**src/rtl/drrip_pkg.sv**
```systemverilog
// shared types, constants and helper functions of the drrip replacement block
package drrip_pkg;

    localparam int NUM_SETS      = 2048;
    localparam int NUM_WAYS      = 16;
    localparam int NUM_LEADERS   = 64;
    localparam int SELECTOR_BITS = 10;

    localparam int SET_BITS    = $clog2(NUM_SETS);
    localparam int WAY_BITS    = $clog2(NUM_WAYS);
    localparam int DRAW_BITS   = 7;
    localparam int PERIOD_BITS = 20;
    localparam int PCT_BITS    = 7;
    localparam int CFG_IDX_BITS = 1;
    localparam int CFG_DATA_BITS = 20;

    localparam int LEADER_STRIDE = NUM_SETS / NUM_LEADERS;
    localparam int STRIDE_BITS   = $clog2(LEADER_STRIDE);

    // one memory row per set: re-reference values low, dead counters high
    localparam int HALF_W = 2 * NUM_WAYS;
    localparam int ROW_W  = 2 * HALF_W;

    localparam int QUEUE_DEPTH = 2;
    localparam int QUEUE_BITS  = $clog2(QUEUE_DEPTH);

    localparam logic [SELECTOR_BITS-1:0] SEL_MAX = {SELECTOR_BITS{1'b1}};
    localparam logic [SELECTOR_BITS-1:0] SEL_MID = {1'b1, {(SELECTOR_BITS-1){1'b0}}};

    localparam logic [PERIOD_BITS-1:0] PERIOD_RESET = PERIOD_BITS'(100000);
    localparam logic [PCT_BITS-1:0]    PCT_RESET    = PCT_BITS'(5);

    // configuration register indexes
    localparam logic [CFG_IDX_BITS-1:0] CFG_DECAY_PERIOD = 1'b0;
    localparam logic [CFG_IDX_BITS-1:0] CFG_BIMODAL_PCT  = 1'b1;

    // request types
    localparam logic REQ_VICTIM = 1'b0;
    localparam logic REQ_UPDATE = 1'b1;

    // set kinds for set dueling
    typedef logic [1:0] t_kind;
    localparam t_kind KIND_FOLLOW = 2'd0;
    localparam t_kind KIND_SRRIP  = 2'd1;
    localparam t_kind KIND_BRRIP  = 2'd2;

    // item as it travels from front to back
    typedef struct packed {
        logic                 req_type;
        logic [SET_BITS-1:0]  set_idx;
        logic [WAY_BITS-1:0]  way_idx;
        logic                 was_hit;
        logic [DRAW_BITS-1:0] draw;
        t_kind                kind;
    } t_item;

    // queue handshake between front and back
    typedef struct packed {
        logic  valid;
        t_item item;
    } t_queue_out;

    typedef struct packed {
        logic pop;
        logic clearing;
    } t_back_ctl;

    // leader classification of a set
    function automatic t_kind leader_kind(input logic [SET_BITS-1:0] s);
        logic [SET_BITS-1:0] idx;
        t_kind               k;
        idx = s >> STRIDE_BITS;
        k   = KIND_FOLLOW;
        if ((s & SET_BITS'(LEADER_STRIDE - 1)) == '0) begin
            if (idx < SET_BITS'(NUM_LEADERS / 2)) begin
                k = KIND_SRRIP;
            end else if (idx < SET_BITS'(NUM_LEADERS)) begin
                k = KIND_BRRIP;
            end
        end
        return k;
    endfunction

endpackage

```
**src/rtl/drrip_front.sv**
```systemverilog
// front end: takes items, classifies the set and queues them for the back end
module drrip_front (
    input  logic                            i_clk,
    input  logic                            i_rst_n,
    input  logic                            start,
    output logic                            busy,
    input  logic                            i_req_type,
    input  logic [drrip_pkg::SET_BITS-1:0]  i_set_index,
    input  logic [drrip_pkg::WAY_BITS-1:0]  i_way_index,
    input  logic                            i_was_hit,
    input  logic [drrip_pkg::DRAW_BITS-1:0] i_bimodal_draw,
    input  drrip_pkg::t_back_ctl            i_back_ctl,
    output drrip_pkg::t_queue_out           o_queue
);
    import drrip_pkg::*;

    t_item                 r_q [QUEUE_DEPTH];
    logic [QUEUE_BITS-1:0] r_rd, r_wr;
    logic [QUEUE_BITS:0]   r_cnt;
    logic                  push, pop;
    t_item                 new_item;

    // classify the incoming item
    always_comb begin
        new_item.req_type = i_req_type;
        new_item.set_idx  = i_set_index;
        new_item.way_idx  = i_way_index;
        new_item.was_hit  = i_was_hit;
        new_item.draw     = i_bimodal_draw;
        new_item.kind     = leader_kind(i_set_index);
    end

    assign busy = (r_cnt == (QUEUE_BITS+1)'(QUEUE_DEPTH)) || i_back_ctl.clearing;
    assign push = start && !busy;
    assign pop  = i_back_ctl.pop && (r_cnt != '0);

    // queue storage
    always_ff @(posedge i_clk) begin
        if (push) begin
            r_q[r_wr] <= new_item;
        end
    end

    // queue pointers
    always_ff @(posedge i_clk) begin
        if (!i_rst_n) begin
            r_rd  <= '0;
            r_wr  <= '0;
            r_cnt <= '0;
        end else begin
            if (push) begin
                r_wr <= r_wr + 1'b1;
            end
            if (pop) begin
                r_rd <= r_rd + 1'b1;
            end
            if (push && !pop) begin
                r_cnt <= r_cnt + 1'b1;
            end else if (pop && !push) begin
                r_cnt <= r_cnt - 1'b1;
            end
        end
    end

    assign o_queue.valid = (r_cnt != '0);
    assign o_queue.item  = r_q[r_rd];

endmodule

```
**config.mk**
```make
export PLATFORM = sky130hd
export DESIGN_NAME = drrip_front
export DESIGN_NICKNAME = d
export VERILOG_FILES = /design/src/rtl/drrip_pkg.sv /design/src/rtl/drrip_front.sv
export SDC_FILE = /design/constraint.sdc
export NUM_CORES = 1
export LEC_CHECK = 0
export ABC_AREA = 0
export BUFFER_PORTS_ARGS = -buffer_cell sky130_fd_sc_hd__buf_2
export CORE_ASPECT_RATIO = 0.5
export CORE_MARGIN = 2
export CORE_UTILIZATION = 46
export DETAILED_ROUTE_END_ITERATION = 10
export GPL_TIMING_DRIVEN = 1
export PLACE_DENSITY_LB_ADDON = 0.1
export SYNTH_ARGS = -nofsm -noshare
export SYNTH_HDL_FRONTEND = slang
export SYNTH_SLANG_ARGS = --single-unit
export TNS_END_PERCENT = 10
```
**constraint.sdc**
```tcl
create_clock -name i_clk -period 2.35 [get_ports i_clk]
set_input_delay 0.235 -clock i_clk [delete_from_list [all_inputs] [get_ports i_clk]]
set_output_delay 0.235 -clock i_clk [all_outputs]
set_load 0.1 [all_outputs]
```
==> flow_metrics.py <==
metrics = {
    "status": {
        "outcome": "complete, no violations",
    },
    "worst_setup_path": {
        "rr_worst_depth": 5,
        "worst-endpoint-required_ns": 2.12,
        "critical_path_capture_point_type": "output port",
        "cp_max_fo": 15,
        "arrival_ns": 1.55,
        "setup.worst_path.class": "register to output port",
        "setup.worst_path.start_class": "register",
    },
    "timing": {
        "finalWorstPathRequiredPeriod_ns": 1.79,
        "worst_clock_skew_ns": 0.00477,
        "relSlewSlack_pct": 67.3,
        "tightest_slew_ns": 0.493,
        "rsz0062_at_grt": "false",
        "tns_ns": 0,
        "worst_hold_slack_ns": 0.0933,
        "final.period_utilization_pct": 76.1,
        "finalMaxSlewViolations": 0,
        "report.final.setup_viol": 0,
        "finalHoldViolCount": 0,
        "clock.fmax_mhz": 559,
    },
    "placement": {
        "place.port_buffers": 56,
        "routabilityCongestion": 0.740,
        "dpl.hpwl_mm": 2.38,
    },
    "clock_network": {
        "clkLatencyLatePin_ns": 0.32,
        "postCtsHoldBufs": 0,
        "clock_tree.root_cell": "sky130_fd_sc_hd__clkbuf_8",
        "cts_tree": "built",
        "cts_num_sinks": 57,
        "max_clock_buf_depth": 2,
        "post-cts-setup-buffers": 0,
        "clk_pin_slew_worst_paths_ns": 0.06,
        "cts.htree.levels": 3,
        "cts_inserted_buffers": 9,
        "post_cts_resize_count": 0,
    },
    "routing": {
        "drt_first_pass_iters": 4,
        "post-route-drc-count": 0,
        "dr_vias": 1155,
        "drtAntennaViolNets": 0,
        "drt-total-wl_mm": 3.50,
        "drt-initial-drc-count": 56,
        "route.detailed.vias_per_inst": 4.77,
        "wire_per_inst_um": 14.5,
    },
    "pwr": {
        "power.leakage_nw": 1.03,
        "power-per-cell-area_nw_per_um2": 1380,
        "ir_drop_uv": 1140,
        "post-layout-total-power_mw": 3.75,
    },
    "hold_path": {
        "hold_depth": 1,
        "timing.hold.worst.class": "primary input to register",
    },
    "floorplanning": {
        "fp.coreArea_um2": 4450,
        "die_x_um": 100,
        "floorplan.rows": 17,
        "ioPinCount": 57,
        "die-area_um2": 5250,
        "initial_utilization_pct": 48.2,
        "overall_die_height_um": 52.2,
    },
    "synth": {
        "mappedNetlistNets": 140,
        "synth_edf_count": 52,
        "yosys.cell_types.count": 21,
        "postSynthAreaPerCell_um2": 19.5,
        "async_flop_share_pct": 0,
        "synth_seq_cells": 57,
        "yosys_most_used_dff": "sky130_fd_sc_hd__edfxtp_1",
        "synth.yosys.seq_area_share_pct": 77.6,
        "synthCells": 110,
        "yosysWarnings": 0,
        "syn_area_um2": 2140,
    },
    "layout": {
        "fill_cell_instance_count_of_the_final_layout": 349,
        "proportion_of_layout_cells_with_a_drive_suffix_above_1_pct": 56.2,
        "area_delta_synth_final_pct": 27.0,
        "n_antenna_cell": 0,
        "design.final.nets": 210,
    },
    "grt": {
        "grt_antenna_before_repair": 0,
        "vias_in_the_first_global_route": 1189,
        "grt_first_pass_wirelength_mm": 5.66,
        "grt_usage_pct": 15.4,
        "grt_start_max_net_pins": 17,
        "grt_overflow": 0,
    },
    "flow_run": {
        "max_cap_viol_count": 0,
    },
}
[logic make-up (layout without fill, tap and decap cells)]
logic type | count (synthesis) | after routing | share of synthesized area, %
XOR/XNOR | 3 | 3 | 1.23
adder cells (fa/ha/maj) | 1 | 1 | 0.584
flip-flops | 57 | 57 | 77.6
AO/OA/AOI/OAI | 4 | 4 | 1.05
multiplexers | 26 | 26 | 13.7
AND/OR/NAND/NOR | 16 | 16 | 5.14
buffers and inverters | 3 | 78 | 0.701
[per-layer routing]
layer | vias to the layer above | GRT usage [%] | part of all wire [%]
met1 | 547 | 17.9 | 45
met2 | 42 | 23.4 | 46
li1 | 564 | - | -
met5 | - | 0 | 0
met4 | 0 | 4.79 | 0.20
met3 | 2 | 10.0 | 9.1
[cell usage after synthesis (2+ instances only)]
library cell | number | share of area (%)
sky130_fd_sc_hd__and2_1 | 4 | 1.2
sky130_fd_sc_hd__buf_2 | 3 | 0.70
sky130_fd_sc_hd__dfxtp_1 | 5 | 4.7
sky130_fd_sc_hd__edfxtp_1 | 52 | 73
sky130_fd_sc_hd__mux2_2 | 26 | 14
sky130_fd_sc_hd__nand2b_1 | 2 | 0.58
sky130_fd_sc_hd__nor2b_1 | 2 | 0.58
sky130_fd_sc_hd__o21ai_0 | 2 | 0.47
sky130_fd_sc_hd__xnor2_1 | 2 | 0.82
[cells in the final DEF (no fill, tap or decap), types with 2 or more instances in the layout]
| cell type | synthesis | routed |
|---|---|---|
| sky130_fd_sc_hd__o21ai_0 | 2 | 2 |
| sky130_fd_sc_hd__clkbuf_8 | 0 | 9 |
| sky130_fd_sc_hd__buf_4 | 0 | 6 |
| sky130_fd_sc_hd__edfxtp_1 | 52 | 52 |
| sky130_fd_sc_hd__mux2_2 | 26 | 26 |
| sky130_fd_sc_hd__nand2b_1 | 2 | 2 |
| sky130_fd_sc_hd__buf_2 | 3 | 55 |
| sky130_fd_sc_hd__and2_1 | 4 | 4 |
| sky130_fd_sc_hd__dfxtp_1 | 5 | 5 |
| sky130_fd_sc_hd__clkbuf_1 | 0 | 3 |
| sky130_fd_sc_hd__clkinv_2 | 0 | 2 |
| sky130_fd_sc_hd__xnor2_1 | 2 | 2 |
[area by class of cell]
cell class                      count  area (um2)  share of cell area [%]
Timing Repair Buffer               62         340                    12.5
Tap cell                           57        71.3                    2.62
Multi-Input combinational cell     50         467                    17.2
Clock inverter                      4        43.8                    1.61
Sequential cell                    57        1660                    61.1
Clock buffer                       12         135                    4.97
[final timing paths]
path | from | end | slack [ns]
setup / recovery | register | o_queue[6] | 0.56
hold / removal | i_bimodal_draw[1] | r_q[0][3] | 0.09
setup reg to reg | r_cnt[0] | r_cnt[1] | 0.73
hold reg to reg | r_wr | r_wr | 0.50
[sequential cells by signal, summed over array words and instances (netlist names), named ones only]
| name | count |
|---|---|
| r_cnt | 2 |
| r_wr | 1 |
| r_q | 52 |
| r_rd | 1 |
[per-stage QoR]
stage          worst slack [ns]  cells  cell area [um2]  util, %
2_1_floorplan            0.0354    110             2140        -
3_3_place_gp              0.796    226             2540     57.1
3_5_place_dp              0.752    226             2540     57.1
4_1_cts                   0.537    242             2720     61.2
5_1_grt                   0.485    242             2720     61.2
6_report                  0.561    242             2720     61.2
[power by group]
part	internal, mW	switching, mW	total (mW)
logic	0.357	1.31	1.66
clock network	0.483	0.345	0.828
registers	1.22	0.0385	1.26
total	2.06	1.69	3.75
[worst max-delay path, cell delays in order (launching register included)]
cell                      delay (ns)
sky130_fd_sc_hd__dfxtp_1        0.33
sky130_fd_sc_hd__buf_4          0.24
sky130_fd_sc_hd__mux2_2         0.37
sky130_fd_sc_hd__buf_2          0.29
Power figures use the tool's default switching activity.
